## src/sv/rdvd_pkg.sv

```systemverilog
// ----------------------------------------------------------------------------
// rdvd_pkg: shared types and constants of the range dip vehicle detector
// Phase, controller state and register index codes, reset values of the
// configuration registers and the packed widths of the stream payloads.
// ----------------------------------------------------------------------------
package rdvd_pkg;

  // Default sizes
  localparam int unsigned HIST_BINS_DEF     = 8192;
  localparam int unsigned EVENT_SAMPLES_DEF = 4096;
  localparam int unsigned QUEUE_DEPTH       = 2;

  // Payload widths
  localparam int unsigned TIME_W      = 32;
  localparam int unsigned DIST_W      = 16;
  localparam int unsigned IN_TDATA_W  = 48;
  localparam int unsigned OUT_TDATA_W = 120;
  localparam int unsigned VAR_W       = 34;
  localparam int unsigned GRAD_W      = 20;
  localparam int unsigned CFG_IDX_W   = 3;
  localparam int unsigned CFG_DATA_W  = 32;

  // Fixed values
  localparam logic [15:0] HIST_MAX     = 16'hFFFF;
  localparam logic [15:0] BASELINE_RST = 16'd225;

  // Register reset values
  localparam logic [23:0] CAL_MS_RST   = 24'd60000;
  localparam logic [15:0] MERGE_MS_RST = 16'd200;
  localparam logic [15:0] MIN_EV_RST   = 16'd500;
  localparam logic [15:0] MAX_EV_RST   = 16'd10000;
  localparam logic [11:0] DIP_MRG_RST  = 12'd10;
  localparam logic [11:0] MIN_HGT_RST  = 12'd30;
  localparam logic [31:0] VAR_LIM_RST  = 32'd4800;
  localparam logic [15:0] GRAD_LIM_RST = 16'd35;

  typedef enum logic {
    OP_SAMPLE,
    OP_TRIGGER
  } op_e;

  typedef enum logic [2:0] {
    PH_WAIT,
    PH_CAL,
    PH_IDLE,
    PH_DIP,
    PH_MERGE
  } phase_e;

  typedef enum logic [1:0] {
    FS_CLEAR,
    FS_READY,
    FS_EXEC
  } fstate_e;

  typedef enum logic [2:0] {
    BS_IDLE,
    BS_MUL1,
    BS_MUL2,
    BS_DIV1,
    BS_DIV2,
    BS_OUT
  } bstate_e;

  typedef enum logic [2:0] {
    CFG_CAL_MS,
    CFG_MERGE_MS,
    CFG_MIN_EV,
    CFG_MAX_EV,
    CFG_DIP_MRG,
    CFG_MIN_HGT,
    CFG_VAR_LIM,
    CFG_GRAD_LIM
  } cfg_idx_e;

  typedef struct packed {
    logic [23:0] calibration_ms;
    logic [15:0] merge_gap_ms;
    logic [15:0] min_event_ms;
    logic [15:0] max_event_ms;
    logic [11:0] dip_margin;
    logic [11:0] min_height;
    logic [31:0] variance_limit;
    logic [15:0] gradient_limit;
  } cfg_t;

endpackage

```

## src/sv/rdvd_back.sv

```systemverilog
// ----------------------------------------------------------------------------
// rdvd_back: event statistics
// Forms n*sum(d^2) - sum(d)^2 with a shift-add multiplier, then divides it
// and the step sum with one restoring divider, one quotient bit per cycle.
// ----------------------------------------------------------------------------
module rdvd_back #(
  parameter int unsigned EVENT_SAMPLES = rdvd_pkg::EVENT_SAMPLES_DEF,
  parameter int unsigned REC_W         = 8
) (
  input  logic                                clk_i,
  input  logic                                rst_ni,
  input  rdvd_pkg::cfg_t                      cfg_i,
  input  logic                                rec_valid_i,
  output logic                                rec_ready_o,
  input  logic [REC_W-1:0]                    rec_i,
  output logic                                out_valid_o,
  input  logic                                out_ready_i,
  output logic [rdvd_pkg::OUT_TDATA_W-1:0]    out_data_o,
  output logic                                out_vehicle_o
);

  localparam int unsigned CW  = $clog2(EVENT_SAMPLES + 1);
  localparam int unsigned SW  = 16 + CW;
  localparam int unsigned QW  = 32 + CW;
  localparam int unsigned PW  = CW + QW;
  localparam int unsigned DW  = PW + 4;
  localparam int unsigned NW  = 2 * CW;
  localparam int unsigned DCW = $clog2(DW + 1);

  rdvd_pkg::bstate_e state_q, state_d;

  // Unpacked record fields
  logic [31:0]   r_first;
  logic [15:0]   r_dur, r_min;
  logic [CW-1:0] r_cnt;
  logic [SW-1:0] r_sum, r_step;
  logic [QW-1:0] r_sq;

  logic [31:0]   first_q;
  logic [15:0]   dur_q, min_q;
  logic [CW-1:0] n_q;
  logic [SW-1:0] sum_q, step_q;
  logic [SW-1:0] mul_a_q;
  logic [PW-1:0] mul_b_q, acc_q, p1_q;
  logic [DW-1:0] div_q, var_q;
  logic [NW-1:0] rem_q, den_q;
  logic [DCW-1:0] dcnt_q;
  logic [rdvd_pkg::OUT_TDATA_W-1:0] out_q;
  logic          veh_q;

  logic          mul_done, div_done, few;
  logic [PW-1:0] dnum;
  logic [NW:0]   r_sh, r_new;
  logic          ge;

  assign {r_step, r_sq, r_sum, r_cnt, r_min, r_dur, r_first} = rec_i;

  assign mul_done = mul_a_q == '0;
  assign div_done = dcnt_q == DCW'(DW);
  assign few      = n_q < CW'(2);
  assign dnum     = p1_q - acc_q;

  // One restoring divide step
  assign r_sh  = {rem_q, div_q[DW-1]};
  assign ge    = r_sh >= {1'b0, den_q};
  assign r_new = ge ? (r_sh - {1'b0, den_q}) : r_sh;

  // Next state
  always_comb begin
    state_d = state_q;
    case (state_q)
      rdvd_pkg::BS_IDLE: if (rec_valid_i) state_d = rdvd_pkg::BS_MUL1;
      rdvd_pkg::BS_MUL1: if (mul_done) state_d = rdvd_pkg::BS_MUL2;
      rdvd_pkg::BS_MUL2: begin
        if (mul_done) state_d = few ? rdvd_pkg::BS_OUT : rdvd_pkg::BS_DIV1;
      end
      rdvd_pkg::BS_DIV1: if (div_done) state_d = rdvd_pkg::BS_DIV2;
      rdvd_pkg::BS_DIV2: if (div_done) state_d = rdvd_pkg::BS_OUT;
      rdvd_pkg::BS_OUT:  if (out_ready_i) state_d = rdvd_pkg::BS_IDLE;
      default: state_d = rdvd_pkg::BS_IDLE;
    endcase
  end

  // Outputs
  always_comb begin
    rec_ready_o   = state_q == rdvd_pkg::BS_IDLE;
    out_valid_o   = state_q == rdvd_pkg::BS_OUT;
    out_data_o    = out_q;
    out_vehicle_o = veh_q;
  end

  always_ff @(posedge clk_i or negedge rst_ni) begin
    if (!rst_ni) begin
      state_q <= rdvd_pkg::BS_IDLE;
    end else begin
      state_q <= state_d;
    end
  end

  // Datapath: multiply, divide and format the result
  always_ff @(posedge clk_i) begin
    case (state_q)
      rdvd_pkg::BS_IDLE: begin
        if (rec_valid_i) begin
          first_q <= r_first;
          dur_q   <= r_dur;
          min_q   <= r_min;
          n_q     <= r_cnt;
          sum_q   <= r_sum;
          step_q  <= r_step;
          mul_a_q <= SW'(r_cnt);
          mul_b_q <= PW'(r_sq);
          acc_q   <= '0;
        end
      end
      rdvd_pkg::BS_MUL1: begin
        if (mul_done) begin
          p1_q    <= acc_q;
          mul_a_q <= sum_q;
          mul_b_q <= PW'(sum_q);
          acc_q   <= '0;
        end else begin
          if (mul_a_q[0]) acc_q <= acc_q + mul_b_q;
          mul_a_q <= mul_a_q >> 1;
          mul_b_q <= mul_b_q << 1;
        end
      end
      rdvd_pkg::BS_MUL2: begin
        if (mul_done) begin
          if (few) begin
            out_q <= {2'b00, rdvd_pkg::GRAD_W'(0), rdvd_pkg::VAR_W'(0),
                      min_q, dur_q, first_q};
            veh_q <= (cfg_i.variance_limit != '0) && (cfg_i.gradient_limit != '0);
          end else begin
            div_q  <= {dnum, 4'b0000};
            den_q  <= n_q * n_q;
            rem_q  <= '0;
            dcnt_q <= '0;
          end
        end else begin
          if (mul_a_q[0]) acc_q <= acc_q + mul_b_q;
          mul_a_q <= mul_a_q >> 1;
          mul_b_q <= mul_b_q << 1;
        end
      end
      rdvd_pkg::BS_DIV1: begin
        if (div_done) begin
          var_q  <= div_q;
          div_q  <= DW'({step_q, 4'b0000});
          den_q  <= NW'(n_q - 1'b1);
          rem_q  <= '0;
          dcnt_q <= '0;
        end else begin
          div_q  <= {div_q[DW-2:0], ge};
          rem_q  <= r_new[NW-1:0];
          dcnt_q <= dcnt_q + 1'b1;
        end
      end
      rdvd_pkg::BS_DIV2: begin
        if (div_done) begin
          out_q <= {2'b00, div_q[rdvd_pkg::GRAD_W-1:0], var_q[rdvd_pkg::VAR_W-1:0],
                    min_q, dur_q, first_q};
          veh_q <= (var_q[DW-1:4] < PW'(cfg_i.variance_limit)) &&
                   (div_q[DW-1:4] < PW'(cfg_i.gradient_limit));
        end else begin
          div_q  <= {div_q[DW-2:0], ge};
          rem_q  <= r_new[NW-1:0];
          dcnt_q <= dcnt_q + 1'b1;
        end
      end
      default: begin
        veh_q <= veh_q;
      end
    endcase
  end

`ifndef ASSERT_OFF
  a_den_nonzero: assert property (@(posedge clk_i) disable iff (!rst_ni)
    (state_q == rdvd_pkg::BS_DIV1 || state_q == rdvd_pkg::BS_DIV2) |-> (den_q != '0))
    else $error("divide by zero in event statistics");
  a_out_after_work: assert property (@(posedge clk_i) disable iff (!rst_ni)
    $rose(out_valid_o) |-> ($past(state_q) == rdvd_pkg::BS_MUL2 ||
                            $past(state_q) == rdvd_pkg::BS_DIV2))
    else $error("result shown without finished statistics");
`endif

endmodule

```

## config.mk

```make
export PLATFORM = sky130hd
export DESIGN_NAME = rdvd_back
export DESIGN_NICKNAME = d
export VERILOG_FILES = /design/src/sv/rdvd_pkg.sv /design/src/sv/rdvd_back.sv
export SDC_FILE = /design/constraint.sdc
export NUM_CORES = 1
export LEC_CHECK = 0
export ABC_AREA = 1
export BUFFER_PORTS_ARGS = -buffer_cell sky130_fd_sc_hd__buf_2
export CAP_MARGIN = 10
export CORE_MARGIN = 2
export CORE_UTILIZATION = 49
export CTS_CLUSTER_SIZE = 16
export DETAILED_ROUTE_END_ITERATION = 8
export PLACE_DENSITY = 0.77
export SLEW_MARGIN = 20
export SYNTH_ARGS = -nofsm -noshare
export SYNTH_HDL_FRONTEND = slang
export SYNTH_SLANG_ARGS = --single-unit
```

## constraint.sdc

```tcl
create_clock -name clk_i -period 6.2 [get_ports clk_i]
set_input_delay 1.24 -clock clk_i [delete_from_list [all_inputs] [get_ports clk_i]]
set_output_delay 1.24 -clock clk_i [all_outputs]
set_load 0.05 [all_outputs]
```

==> impl_metrics.csv <==
group,metric,value,unit
cts,cts_resized,0,
floorplanning,rows,55,
sta,rsz0062_at_grt,"false",
pwr,p_int,3.75,mW
critical_path,end_kind,"flop",
cts,cts_root_buffer,"clkbuf_16",
sta,relSlewSlack,37.8,%
pwr,power_leakage,5.67,nW
cts,htree_num_levels,1,
cts,clk_pin_slew_worst_paths,60,ps
drt,postRouteAntennaNets,0,
critical_path,ff2ff_path_depth,7,
drt,finalWirelength,21600,um
critical_path,cp-endpoint,"div_q[20]$_DFFE_PP_",
sta,slew_viol_final,0,
drt,viasPerCell,4.89,
sta,tns,0,ps
yosys,avgSynthCellArea,10.2,um^2
layout,fillCellCount,1856,
sta,worst_slew_pin_slew,933,ps
layout,area_delta_synth_final,13.7,%
floorplanning,die_h,155,um
pwr,powerDensity,459,mW/mm^2
yosys,synth-warning-count,0,
critical_path,startpoint,"state_q[1]$_DFFE_PN0P_",
sta,period_share,48.0,%
floorplanning,initial_core_util,49.6,%
critical_path,cp.required,6320,ps
pwr,comb_power_share,28.0,%
floorplanning,io-pin-count,279,
sta,hold_violations,0,
placed_design,port_buffers,124,
job,cap_viol_max_count,0,
global_routing,grt_max_degree,78,
placed_design,dp_hpwl,14900,um
sta,fin_crit,2980,ps
critical_path,r2r_slack,3220,ps
layout,final_util,56.4,%
yosys,synth.ff_latch_count,230,
yosys,synth_area,0.0111,mm^2
cts,cts_buffers,24,
yosys,yosysSeqAreaShare,62.0,%
sta,finalSetupViolations,0,
layout,antenna_cells,0,
drt,vias,7478,
critical_path,r2r_start,"state_q[1]$_DFFE_PN0P_",
global_routing,grt_pass1_wl,34800,um
drt,routedWlPerCell,14.1,um
layout,nets,1432,
sta,worst_slack,3220,ps
pwr,seqPwrFrac,46.8,%
global_routing,antenna_found_initial,0,
floorplanning,die_w,155,um
yosys,synth_cell_types,38,
yosys,synth_edf_count,227,
pwr,switching_share,35.4,%
yosys,synthArstFlopShare,1.30,%
cts,cts.sinks,230,
sta,fmax,336,MHz
cts,clockBufferDepth,3,
global_routing,grt_pass1_vias,7339,
drt,drc,0,
pwr,p_clk_share,25.2,%
cts,insertion_delay,510,ps
critical_path,worstSetupStartpointType,"flop",
global_routing,grt_usage,17.9,%
cts,holdBufCountCts,0,
layout,layout-drive-gt1-share,14.0,%
pwr,ir_drop,0.225,mV
critical_path,r2r-end,"div_q[20]$_DFFE_PP_",
run_status,status,"complete, no violations",
cts,cts_tree,"done",
yosys,syn_inst,1093,
critical_path,cp.arrival,3100,ps
floorplanning,fp.coreArea,0.0224,mm^2
placed_design,gp_congestion,0.921,
pwr,switchingPower,2.05,mW
drt,drt_first_pass_iters,5,
global_routing,overflow,0,
drt,drt_iter0_drc,602,
floorplanning,die_area,0.0239,mm^2
sta,clock_skew,18.3,ps
yosys,synthFlopType,"edfxtp_1",
cts,cts_setup_buffers,0,
critical_path,crit_path_max_fanout,65,
critical_path,path_class,"reg2reg",
placed_design,pre_cts_ws,3250,ps
min_path,worstHoldPathType,"reg2reg",
min_path,hold_start,"first_q[6]$_DFFE_PP_",
critical path: stages, from the launching register on:
cell	delay (ps)
dfrtp_1	430
nor2_1	170
nand2_2	60
buf_4	320
inv_1	300
nand2_1	150
nand2_4	350
buf_4	740
cell families (layout without fill, tap and decap cells):
logic type	after synthesis	after routing	share of synthesized area [%]
buffers and inverters	265	360	11.2
DFF	230	230	62.0
xor gates and xnor gates	8	8	0.630
AOI/OAI and AO/OA	59	59	2.90
other	1	58	0.0337
and+or+nand+nor	481	481	17.8
adders and majority gates	49	49	5.51
placed cells by master, fill, tap and decap left out, types with 25 or more instances in the layout:
cell,count
clkbuf_16,25
nand3_1,43
ha_1,49
nand2_1,156
a21oi_1,28
edfxtp_1,227
buf_2,124
conb_1,58
inv_1,185
nor2_1,231
power groups by stage:
stage	Combinational (mW)	Clock, mW	Sequential, mW
global route	1.82	1.55	2.78
global placement	1.57	0	2.72
detailed placement	1.63	0	2.74
floorplan	1.08	0	2.91
CTS	1.64	1.49	2.71
finish	1.63	1.46	2.72
worst min path at each step:
stage,to,cells after the start
after floorplan,out_data_o[0]$_DFFE_PP_,0
after global placement,out_data_o[3]$_DFFE_PP_,0
after detailed placement,out_data_o[6]$_DFFE_PP_,0
after CTS,out_data_o[6]$_DFFE_PP_,0
after global routing,out_data_o[7]$_DFFE_PP_,0
final,out_data_o[6]$_DFFE_PP_,0
metal layers:
| layer | GRT usage [%] | routed length, um |
|---|---|---|
| met2 | 32.1 | 10900 |
| met4 | 4.54 | 397 |
| met5 | 0 | 0 |
| met1 | 22.8 | 9150 |
| met3 | 2.69 | 1140 |
stage by stage:
step	total power, mW	area (um^2)	cells	hold WS [ps]
detailed placement	4.37	11800	1486	405
finish	5.80	12700	1530	419
global route	6.14	12700	1530	428
CTS	5.84	12700	1530	420
floorplan	3.99	11300	1150	400
global placement	4.29	11800	1486	400
synthesized netlist by cell type, types with 2 or more instances:
cell type | n | area (um^2)
nor3b_1 | 2 | 15.0
nor2_1 | 233 | 875
clkbuf_1 | 6 | 22.5
nand2_2 | 2 | 12.5
buf_2 | 5 | 25.0
nand4_1 | 13 | 81.3
o21ai_1 | 11 | 55.1
a21o_1 | 5 | 37.5
and3_1 | 2 | 12.5
nand2_1 | 158 | 593
nor4_1 | 11 | 68.8
nand3_1 | 43 | 215
inv_1 | 185 | 694
edfxtp_1 | 227 | 6820
buf_6 | 2 | 22.5
buf_4 | 61 | 458
buf_1 | 4 | 15.0
nor3_1 | 12 | 60.1
a21oi_1 | 28 | 140
dfrtp_1 | 3 | 75.1
ha_1 | 49 | 613
o21ai_0 | 9 | 45.0
xor2_1 | 7 | 61.3
sequential cells by signal, summed over array words and instances, names as in the netlist:
register and cells:
state_q 3, div_q 62, dcnt_q 6, rem_q 26, first_q 8, out_vehicle_o 1
out_data_o 62, var_q 62
layout make-up:
type                            count  area, um^2  area share [%]
Clock buffer                       31         648            5.12
Clock inverter                     13         158            1.25
Inverter                          187         702            5.55
Multi-Input combinational cell    655        3240            25.6
Sequential cell                   230        6890            54.5
Tap cell                          285         357            2.82
Timing Repair Buffer              129         658            5.20
Note: power is estimated with default switching activity, not from simulation.
