File: config.mk
export PLATFORM = sky130hd
export DESIGN_NAME = rdvd_queue
export DESIGN_NICKNAME = d
export VERILOG_FILES = /design/src/sv/rdvd_pkg.sv /design/src/sv/rdvd_queue.sv
export SDC_FILE = /design/constraint.sdc
export NUM_CORES = 1
export LEC_CHECK = 0
export BUFFER_PORTS_ARGS = -buffer_cell sky130_fd_sc_hd__buf_2
export CAP_MARGIN = 25
export CORE_MARGIN = 2
export CORE_UTILIZATION = 44
export DETAILED_ROUTE_END_ITERATION = 8
export PLACE_DENSITY = 0.69
export SYNTH_ARGS = -nofsm -noshare
export SYNTH_HDL_FRONTEND = slang
export SYNTH_SLANG_ARGS = --single-unit
File: constraint.sdc
create_clock -name clk_i -period 1.4 [get_ports clk_i]
set_input_delay 0.14 -clock clk_i [delete_from_list [all_inputs] [get_ports clk_i]]
set_output_delay 0.14 -clock clk_i [all_outputs]
set_load 0.02 [all_outputs]
File: src/sv/rdvd_pkg.sv
// ----------------------------------------------------------------------------
// rdvd_pkg: shared types and constants of the range dip vehicle detector
// Phase, controller state and register index codes, reset values of the
// configuration registers and the packed widths of the stream payloads.
// ----------------------------------------------------------------------------
package rdvd_pkg;

  // Default sizes
  localparam int unsigned HIST_BINS_DEF     = 8192;
  localparam int unsigned EVENT_SAMPLES_DEF = 4096;
  localparam int unsigned QUEUE_DEPTH       = 2;

  // Payload widths
  localparam int unsigned TIME_W      = 32;
  localparam int unsigned DIST_W      = 16;
  localparam int unsigned IN_TDATA_W  = 48;
  localparam int unsigned OUT_TDATA_W = 120;
  localparam int unsigned VAR_W       = 34;
  localparam int unsigned GRAD_W      = 20;
  localparam int unsigned CFG_IDX_W   = 3;
  localparam int unsigned CFG_DATA_W  = 32;

  // Fixed values
  localparam logic [15:0] HIST_MAX     = 16'hFFFF;
  localparam logic [15:0] BASELINE_RST = 16'd225;

  // Register reset values
  localparam logic [23:0] CAL_MS_RST   = 24'd60000;
  localparam logic [15:0] MERGE_MS_RST = 16'd200;
  localparam logic [15:0] MIN_EV_RST   = 16'd500;
  localparam logic [15:0] MAX_EV_RST   = 16'd10000;
  localparam logic [11:0] DIP_MRG_RST  = 12'd10;
  localparam logic [11:0] MIN_HGT_RST  = 12'd30;
  localparam logic [31:0] VAR_LIM_RST  = 32'd4800;
  localparam logic [15:0] GRAD_LIM_RST = 16'd35;

  typedef enum logic {
    OP_SAMPLE,
    OP_TRIGGER
  } op_e;

  typedef enum logic [2:0] {
    PH_WAIT,
    PH_CAL,
    PH_IDLE,
    PH_DIP,
    PH_MERGE
  } phase_e;

  typedef enum logic [1:0] {
    FS_CLEAR,
    FS_READY,
    FS_EXEC
  } fstate_e;

  typedef enum logic [2:0] {
    BS_IDLE,
    BS_MUL1,
    BS_MUL2,
    BS_DIV1,
    BS_DIV2,
    BS_OUT
  } bstate_e;

  typedef enum logic [2:0] {
    CFG_CAL_MS,
    CFG_MERGE_MS,
    CFG_MIN_EV,
    CFG_MAX_EV,
    CFG_DIP_MRG,
    CFG_MIN_HGT,
    CFG_VAR_LIM,
    CFG_GRAD_LIM
  } cfg_idx_e;

  typedef struct packed {
    logic [23:0] calibration_ms;
    logic [15:0] merge_gap_ms;
    logic [15:0] min_event_ms;
    logic [15:0] max_event_ms;
    logic [11:0] dip_margin;
    logic [11:0] min_height;
    logic [31:0] variance_limit;
    logic [15:0] gradient_limit;
  } cfg_t;

endpackage

File: src/sv/rdvd_queue.sv
// ----------------------------------------------------------------------------
// rdvd_queue: short register queue between front and back end
// Holds closed events that passed the tests until the back end takes them.
// ----------------------------------------------------------------------------
module rdvd_queue #(
  parameter int unsigned W     = 8,
  parameter int unsigned DEPTH = rdvd_pkg::QUEUE_DEPTH
) (
  input  logic         clk_i,
  input  logic         rst_ni,
  input  logic         in_valid_i,
  output logic         in_ready_o,
  input  logic [W-1:0] in_data_i,
  output logic         out_valid_o,
  input  logic         out_ready_i,
  output logic [W-1:0] out_data_o
);

  localparam int unsigned PW = (DEPTH > 1) ? $clog2(DEPTH) : 1;
  localparam int unsigned CW = $clog2(DEPTH + 1);

  logic [W-1:0]  mem_q [DEPTH];
  logic [PW-1:0] wr_ptr_q, rd_ptr_q;
  logic [CW-1:0] count_q;
  logic          push, pop;

  assign in_ready_o  = count_q < CW'(DEPTH);
  assign out_valid_o = count_q != '0;
  assign out_data_o  = mem_q[rd_ptr_q];
  assign push        = in_valid_i && in_ready_o;
  assign pop         = out_valid_o && out_ready_i;

  // Advance pointers and fill level
  always_ff @(posedge clk_i or negedge rst_ni) begin
    if (!rst_ni) begin
      wr_ptr_q <= '0;
      rd_ptr_q <= '0;
      count_q  <= '0;
    end else begin
      if (push) begin
        wr_ptr_q <= (wr_ptr_q == PW'(DEPTH - 1)) ? '0 : wr_ptr_q + 1'b1;
      end
      if (pop) begin
        rd_ptr_q <= (rd_ptr_q == PW'(DEPTH - 1)) ? '0 : rd_ptr_q + 1'b1;
      end
      if (push && !pop) begin
        count_q <= count_q + 1'b1;
      end else if (pop && !push) begin
        count_q <= count_q - 1'b1;
      end
    end
  end

  // Store entries
  always_ff @(posedge clk_i) begin
    if (push) begin
      mem_q[wr_ptr_q] <= in_data_i;
    end
  end

`ifndef ASSERT_OFF
  a_count_bound: assert property (@(posedge clk_i) disable iff (!rst_ni)
    count_q <= CW'(DEPTH))
    else $error("queue fill level above depth");
  a_count_push: assert property (@(posedge clk_i) disable iff (!rst_ni)
    (push && !pop) |=> (count_q == $past(count_q) + 1'b1))
    else $error("queue fill level did not follow a push");
`endif

endmodule

==> results.toml, run 1 <==
[placed_design]
dp_hpwl_um = 824
port-buffer-count = 21
place.gp.congestion = 0.684
place_area_um2 = 941

[worst_setup_path]
r2r-start = "count_q[1]$_DFFE_PN0P_"
worstPathRequired_ns = 1.26
critPathMaxStageDelay_ns = 0.40
critPathLaunchType = "register"
criticalPathCategory = "register to output port"
crit_path_start = "rd_ptr_q$_DFFE_PN0P_"
crit_path_frequent_cell = "buf_6"
r2r_slack_ns = 0.10
worstPathArrival_ns = 1.27
cp_slowest_cell = "dfrtp_2"
r2r_cells = 6
r2r-end = "count_q[1]$_DFFE_PN0P_"
critical_path.cell_chain = "buf_6 -> mux2_2 -> buf_6"
crit_fanout = 4
end_kind = "output port"

[pwr]
clkPwrFrac = 0.118
power.leakage_nw = 0.441
peakVddDrop_mv = 1.08
power_switching_uw = 691
total_power_mw = 2.20
p_int_mw = 1.51
switching_share = 0.314
pwr-share-comb = 0.487
power_per_cell_area_nw_per_um2 = 2040
p_seq_frac = 0.395

[clocking]
cts_buffers = 3
cts_tree = "built"
cts_max_level = 1
clockBufferDepth = 2
ctsRootBufferMaster = "clkbuf_4"
insertion_delay_ns = 0.28
numClockSinks = 20
path_clk_slew_ns = 0.10

[global_route]
grt_pass1_vias = 410
grt_max_degree = 12
grt_pass1_wl_mm = 1.70
grt_use_total = 0.120
gr-total-overflow = 0
antenna_found_initial = 0

[synthesis]
synth_fp_nets = 55
synth-seq-area-share = 0.742
avgSynthCellArea_um2 = 18.6
netlist_area_um2 = 782
synth_seq_cells = 20
synth_cell_types = 14
yosys_warnings = 0
syn_inst = 42

[detailed_routing]
drtPass1Iterations = 2
routed_wl_mm = 1.17
drtIter0Drc = 1
post_drt_wl_per_cell_um = 12.6
antenna_left = 0
vias = 434
vias_per_cell = 4.67
remaining_drc_errors = 0

[floorplanning]
initial_utilization = 0.463
rows = 15
pin_count = 22
core-area_um2 = 1690
die_y_um = 46.2
die_w_um = 46.2
dieArea_um2 = 2130

[sta]
setup_viol = 6
hold_violations = 0
slew_viol_final = 0
rsz0062_at_grt = "true"
tns_ns = -0.0107
layout_setup_ws_ns = -0.00560
max_freq_ghz = 0.711
min_period_over_period = 1.00
worstMarginPinSlew_ns = 0.158
skew_ns = 0.00176
max-slew-margin-rel = 0.894
period_needed_ns = 1.41

[finish]
num_antenna_cells = 0
post-route-util = 0.641
layout.nets = 90
syn_to_final_growth_pct = 38.4
layout_common_cells = "edfxtp_1, buf_2, buf_6"
final_common_cell = "edfxtp_1"
fill_cells = 137
drive_above_1_share = 0.632
final_area_um2 = 1080

[status]
status = "finished, violations left"
violations = "setup timing"

[hold_path]
min_to = "mem_q[1][6]$_DFFE_PP_"
hold_class = "primary input to register"
min_path_cells = 1
worstHoldStart = "in_data_i[6]"

[flow_run]
maxCapViolCount = 0
-- power by group through the flow --
stage	registers (mW)	logic (mW)	clock network (mW)
4_1_cts	0.866	0.906	0.275
2_1_floorplan	0.863	0.580	0
5_1_grt	0.887	1.16	0.307
6_report	0.870	1.07	0.261
3_5_place_dp	0.922	0.765	0
3_3_place_gp	0.914	0.760	0
-- state kept, by name, indices dropped and copies added, names as in the netlist --
register / count
mem_q: 16
count_q: 2
wr_ptr_q: 1
rd_ptr_q: 1
-- area by class of cell --
type                    instances  area [µm²]  share of cell area
inverters                       1        3.75             0.00347
flip-flops and latches         20         582               0.538
repair buffers                 31         240               0.222
clock buffers                   4        26.3              0.0243
well taps                      17        21.3              0.0197
multi-input cells              20         209               0.193
-- critical path: cells and delay by family, from the launching register on --
| family | cells | cell delay (ns) |
|---|---|---|
| buf+inv | 2 | 0.25 |
| mux | 1 | 0.34 |
| flops | 1 | 0.40 |
-- cells by family (layout without fill, tap and decap cells) --
family | Yosys count | in the layout | synth area share
fa+ha+maj | 1 | 1 | 0.0160
buf+inv | 2 | 36 | 0.0144
simple gates | 6 | 6 | 0.0560
flops | 20 | 20 | 0.742
mux | 8 | 8 | 0.115
xor+xnor | 5 | 5 | 0.0560
-- synthesized netlist by cell type --
cell       n  share of area
mux2_2     8           0.12
buf_4      1         0.0096
dfrtp_1    4           0.13
inv_1      1         0.0048
and2_1     1         0.0080
nor2_1     1         0.0048
or2_4      1          0.011
and2b_1    1         0.0096
xnor2_1    3          0.034
nor2b_1    1         0.0080
edfxtp_1  16           0.61
ha_1       1          0.016
xor2_1     2          0.022
nand2_4    1          0.014
-- how the worst max path moves through the flow --
stage                             end  slack (ns)
6_report                out_data_o[4]      -0.006
3_3_place_gp   count_q[1]$_DFFE_PN0P_        0.11
2_1_floorplan  count_q[1]$_DFFE_PN0P_        0.06
5_1_grt                 out_data_o[4]       -0.07
4_1_cts                 out_data_o[4]       -0.03
3_5_place_dp   count_q[1]$_DFFE_PN0P_         0.1
-- per-stage QoR --
stage	hold WS, ns	std cells	worst slack, ns
6_report	0.0378	93	-0.00560
5_1_grt	0.0134	93	-0.0678
4_1_cts	0.0257	93	-0.0345
3_5_place_dp	-0.0428	84	0.0977
3_3_place_gp	-0.0486	84	0.105
2_1_floorplan	-0.156	42	0.0579
-- routing by layer --
layer,track usage,vias to the layer above,part of all wire
met1,0.135,203,0.39
met2,0.217,13,0.56
li1,-,218,-
met3,0.0353,0,0.049
met5,0,-,0
met4,0.0343,0,0
-- what timing repair did --
action	4_1_cts	5_1_grt
setup buffers	4	0
hold buffers	1	0
pin swaps	0	4
setup endpoints to repair	8	9
gates resized for setup	3	22
gates cloned	0	0
hold endpoints to repair	4	0
Power figures use the tool's default switching activity.
==> inputs of run 2 (changes only) <==
Settings changed: SETUP_SLACK_MARGIN set to 0.3.
==> results.toml, run 2 (synthesized netlist as in run 1, its figures left out) <==
[status]
status = "finished, violations left"
violations = "setup timing"

[detailed_routing]
remaining_drc_errors = 0
vias_per_cell = 4.83
vias = 435
routed_wl_mm = 1.22
drtIter0Drc = 1
drtPass1Iterations = 2
antenna_left = 0
post_drt_wl_per_cell_um = 13.5

[sta]
setup_viol = 5
period_needed_ns = 1.42
layout_setup_ws_ns = -0.0233
worstMarginPinSlew_ns = 0.247
whs_ns = 0.0331
skew_ns = 0.00457
hold_violations = 0
min_period_over_period = 1.02
slew_viol_final = 0
max_freq_ghz = 0.703
max-slew-margin-rel = 0.835
rsz0062_at_grt = "true"

[finish]
drive_above_1_share = 0.671
top_register = "mem_q"
final_cells = 90
largest_reg_flops = 16
layout_common_cells = "edfxtp_1, buf_6, buf_2"
final_common_cell = "edfxtp_1"
layout.nets = 87
reg_top3 = "mem_q: 16 flops, count_q: 2 flops"
syn_to_final_growth_pct = 40.0
final_area_um2 = 1090
num_antenna_cells = 0

[worst_setup_path]
crit_fanout = 5
r2r_cells = 2
criticalPathCategory = "register to output port"
r2r_slack_ns = 0.10
worstPathRequired_ns = 1.26
worstPathArrival_ns = 1.28
end_kind = "output port"
critPathLaunchType = "register"

[placed_design]
place.gp.congestion = 0.651
placedCellCount = 79
port-buffer-count = 21
dp_hpwl_um = 861
place_area_um2 = 926

[floorplanning]
die_y_um = 46.2
dieArea_um2 = 2130
pin_count = 22
die_w_um = 46.2
initial_utilization = 0.463
core-area_um2 = 1690
rows = 15

[hold_path]
min_path_cells = 1
hold_class = "primary input to register"

[pwr]
power_per_cell_area_nw_per_um2 = 2120
peakVddDrop_mv = 1.22
power.leakage_nw = 0.439

[clocking]
cts_buffers = 3
numClockSinks = 20
path_clk_slew_ns = 0.11
clockBufferDepth = 2
cts_max_level = 1
cts_tree = "built"
insertion_delay_ns = 0.29
ctsRootBufferMaster = "clkbuf_4"

[global_route]
gr-total-overflow = 0
grt_pass1_vias = 422
grt_pass1_wl_mm = 1.81
antenna_found_initial = 0
grt_use_total = 0.129
grt_max_degree = 12

[flow_run]
maxCapViolCount = 0
==> run 2: routing by layer <==
| layer | GRT usage | wire length (µm) | part of all wire | up-vias |
|---|---|---|---|---|
| met5 | 0 | 0 | 0 | - |
| met4 | 0.0514 | 0 | 0 | 0 |
| met3 | 0.0353 | 57 | 0.047 | 0 |
| met2 | 0.214 | 652 | 0.54 | 14 |
| met1 | 0.159 | 507 | 0.42 | 208 |
| li1 | - | - | - | 213 |
==> run 2: area by class of cell <==
cell class	instances	area, µm²
Fill cell	138	594
Sequential cell	20	582
Multi-Input combinational cell	20	231
Timing Repair Buffer	28	230
Clock buffer	4	26.3
Tap cell	17	21.3
Inverter	1	3.75
==> run 2: worst paths after layout <==
path,startpoint,endpoint
setup / recovery,rd_ptr_q$_DFFE_PN0P_,out_data_o[5]
hold / removal,in_data_i[5],mem_q[1][5]$_DFFE_PP_
setup reg to reg,count_q[1]$_DFFE_PN0P_,mem_q[0][4]$_DFFE_PP_
hold reg to reg,wr_ptr_q$_DFFE_PN0N_,wr_ptr_q$_DFFE_PN0N_
max in group asynchronous,rst_ni,rd_ptr_q$_DFFE_PN0P_
min in group asynchronous,rst_ni,wr_ptr_q$_DFFE_PN0N_
==> run 2: through the flow <==
| step | power, mW | worst slack, ns | TNS, ns | util |
|---|---|---|---|---|
| after floorplan | 1.49 | 0.0903 | 0 | - |
| after global placement | 1.66 | 0.0983 | 0 | 0.548 |
| after detailed placement | 1.68 | 0.0604 | 0 | 0.548 |
| after CTS | 2.18 | -0.0215 | -0.0788 | 0.618 |
| after global routing | 2.45 | -0.0737 | -0.500 | 0.648 |
| final | 2.32 | -0.0233 | -0.0857 | 0.648 |
==> run 2: what timing repair did <==
item	in CTS	in global routing
buffers inserted	4	2
endpoints found under the hold margin	4	0
pin swaps	4	0
hold buffers	1	0
gates resized for setup	17	11
setup endpoints to repair	27	28
==> run 2: power breakdown <==
part           leakage, nW  internal [mW]  total, mW  switching [mW]
clock network       0.0150          0.111      0.270           0.159
logic                0.231          0.658       1.17           0.515
registers            0.192          0.806      0.877          0.0704
==> run 2: critical path, cell delays in order (launching register included) <==
cell     delay (ns)
dfrtp_2        0.39
buf_6          0.13
mux2_2         0.35
buf_6          0.13
==> inputs of run 3 (changes only) <==
Settings changed: CAP_MARGIN 25 to 40, CELL_PAD_IN_SITES_DETAIL_PLACEMENT set to 1, CELL_PAD_IN_SITES_GLOBAL_PLACEMENT set to 1, CORE_ASPECT_RATIO set to 0.6, CORE_UTILIZATION 44 to 36, PLACE_DENSITY 0.69 to 0.68.
==> results.toml, run 3 (synthesized netlist as in run 1, its figures left out) <==
[status]
status = "finished, violations left"
violations = "setup timing"

[sta]
skew_ns = 0.0108
hold_violations = 0
max-slew-margin-rel = 0.831
period_needed_ns = 1.42
max_freq_ghz = 0.705
slew_viol_final = 0
layout_setup_ws_ns = -0.0183
min_period_over_period = 1.01
setup_viol = 8
worstMarginPinSlew_ns = 0.252
rsz0062_at_grt = "true"

[finish]
largest_reg_flops = 16
layout.nets = 88
top_register = "mem_q"
syn_to_final_growth_pct = 47.2
fill_cells = 210
drive_above_1_share = 0.689
num_antenna_cells = 0
layout_common_cells = "edfxtp_1, buf_6, buf_2"
reg_top3 = "mem_q: 16 flops, count_q: 2 flops"
final_common_cell = "edfxtp_1"
post-route-util = 0.544

[placed_design]
port-buffer-count = 21
place_ws_ns = 0.0805
place.gp.congestion = 0.624
dp_hpwl_um = 916

[global_route]
grt_use_total = 0.129
grt_pass1_vias = 444
antenna_found_initial = 0
grt_pass1_wl_mm = 2.26
gr-total-overflow = 0
grt_max_degree = 13

[detailed_routing]
remaining_drc_errors = 0
routed_wl_mm = 1.44
antenna_left = 0
drtPass1Iterations = 4
drtIter0Drc = 12
post_drt_wl_per_cell_um = 13.8
vias_per_cell = 4.27
vias = 444

[clocking]
cts_max_level = 1
cts_tree = "built"
ctsRootBufferMaster = "clkbuf_4"
cts_buffers = 3
numClockSinks = 20
insertion_delay_ns = 0.30
path_clk_slew_ns = 0.12
clockBufferDepth = 2

[floorplanning]
die_y_um = 40.1
die_w_um = 64.2
rows = 13
core-area_um2 = 2110
pin_count = 22
initial_utilization = 0.370
dieArea_um2 = 2570

[worst_setup_path]
crit_path_start = "rd_ptr_q$_DFFE_PN0P_"
worstPathRequired_ns = 1.26
r2r-start = "count_q[1]$_DFFE_PN0P_"
worstPathArrival_ns = 1.28
end_kind = "output port"
critPathLaunchType = "register"
crit_fanout = 5
criticalPathCategory = "register to output port"

[flow_run]
maxCapViolCount = 0

[pwr]
power.leakage_nw = 0.458
power_per_cell_area_nw_per_um2 = 2230
total_power_mw = 2.57
peakVddDrop_mv = 1.35

[hold_path]
hold_class = "primary input to register"
worstHoldStart = "in_data_i[5]"
==> run 3: cell types whose count changed in the layout (fill, tap and decap cells not counted) <==
cell | previous run | this run
clkbuf_1 | 1 | 0
inv_2 | 1 | 0
buf_6 | 12 | 13
inv_4 | 0 | 1
bufinv_16 | 0 | 1
==> run 3: path summary, 6_finish.rpt <==
check / end / slack [ns] / cells after the start
worst min-delay path: mem_q[1][5]$_DFFE_PP_ / 0.02 / 1
max in group asynchronous: rd_ptr_q$_DFFE_PN0P_ / 1.09 / 2
worst max-delay path: out_data_o[0] / -0.02 / 3
worst max register to register: count_q[1]$_DFFE_PN0P_ / 0.08 / 6
worst min register to register: wr_ptr_q$_DFFE_PN0N_ / 0.56 / 1
min in group asynchronous: wr_ptr_q$_DFFE_PN0N_ / 0.17 / 2
==> run 3: timing repair <==
| action | in CTS | in global routing |
|---|---|---|
| hold buffers | 1 | 0 |
| pin swaps | 4 | 1 |
| buffers inserted | 5 | 2 |
| gates resized for setup | 25 | 6 |
| hold endpoints to repair | 4 | 0 |
| endpoints found under the setup margin | 28 | 28 |
==> run 3: power by group <==
| part | total (mW) | leakage [nW] | switching [mW] | internal (mW) |
|---|---|---|---|---|
| registers | 0.879 | 0.192 | 0.0731 | 0.806 |
| clock network | 0.464 | 0.0279 | 0.174 | 0.289 |
| logic | 1.23 | 0.238 | 0.541 | 0.688 |
==> run 3: per-layer routing <==
metal | track usage | vias up | part of all wire
li1 | - | 212 | -
met1 | 0.174 | 211 | 0.47
met2 | 0.203 | 19 | 0.46
met3 | 0.0365 | 2 | 0.059
met4 | 0.0479 | 0 | 0.0084
met5 | 0 | - | 0
==> run 3: area by class of cell <==
| class | count | area, µm² | area share |
|---|---|---|---|
| clock inverters | 1 | 30.0 | 0.0261 |
| inverters | 1 | 6.26 | 0.00543 |
| flip-flops and latches | 20 | 582 | 0.505 |
| multi-input cells | 20 | 231 | 0.201 |
| well taps | 30 | 37.5 | 0.0326 |
| repair buffers | 29 | 241 | 0.210 |
| clock buffers | 3 | 22.5 | 0.0196 |
==> run 3: critical path, cell delays in order, from the launching register on <==
cell     delay (ns)
dfrtp_2        0.39
buf_6          0.13
mux2_2         0.34
buf_6          0.13
==> run 3: stage by stage <==
stage	hold WS (ns)	std cells	TNS (ns)	instance area (µm²)
final	0.0158	104	-0.0959	1150
after global routing	0.00113	104	-0.511	1150
after CTS	0.00452	102	-0.187	1110
after detailed placement	-0.0502	92	0	942
after global placement	-0.0484	92	0	942
after floorplan	-0.156	42	0	807
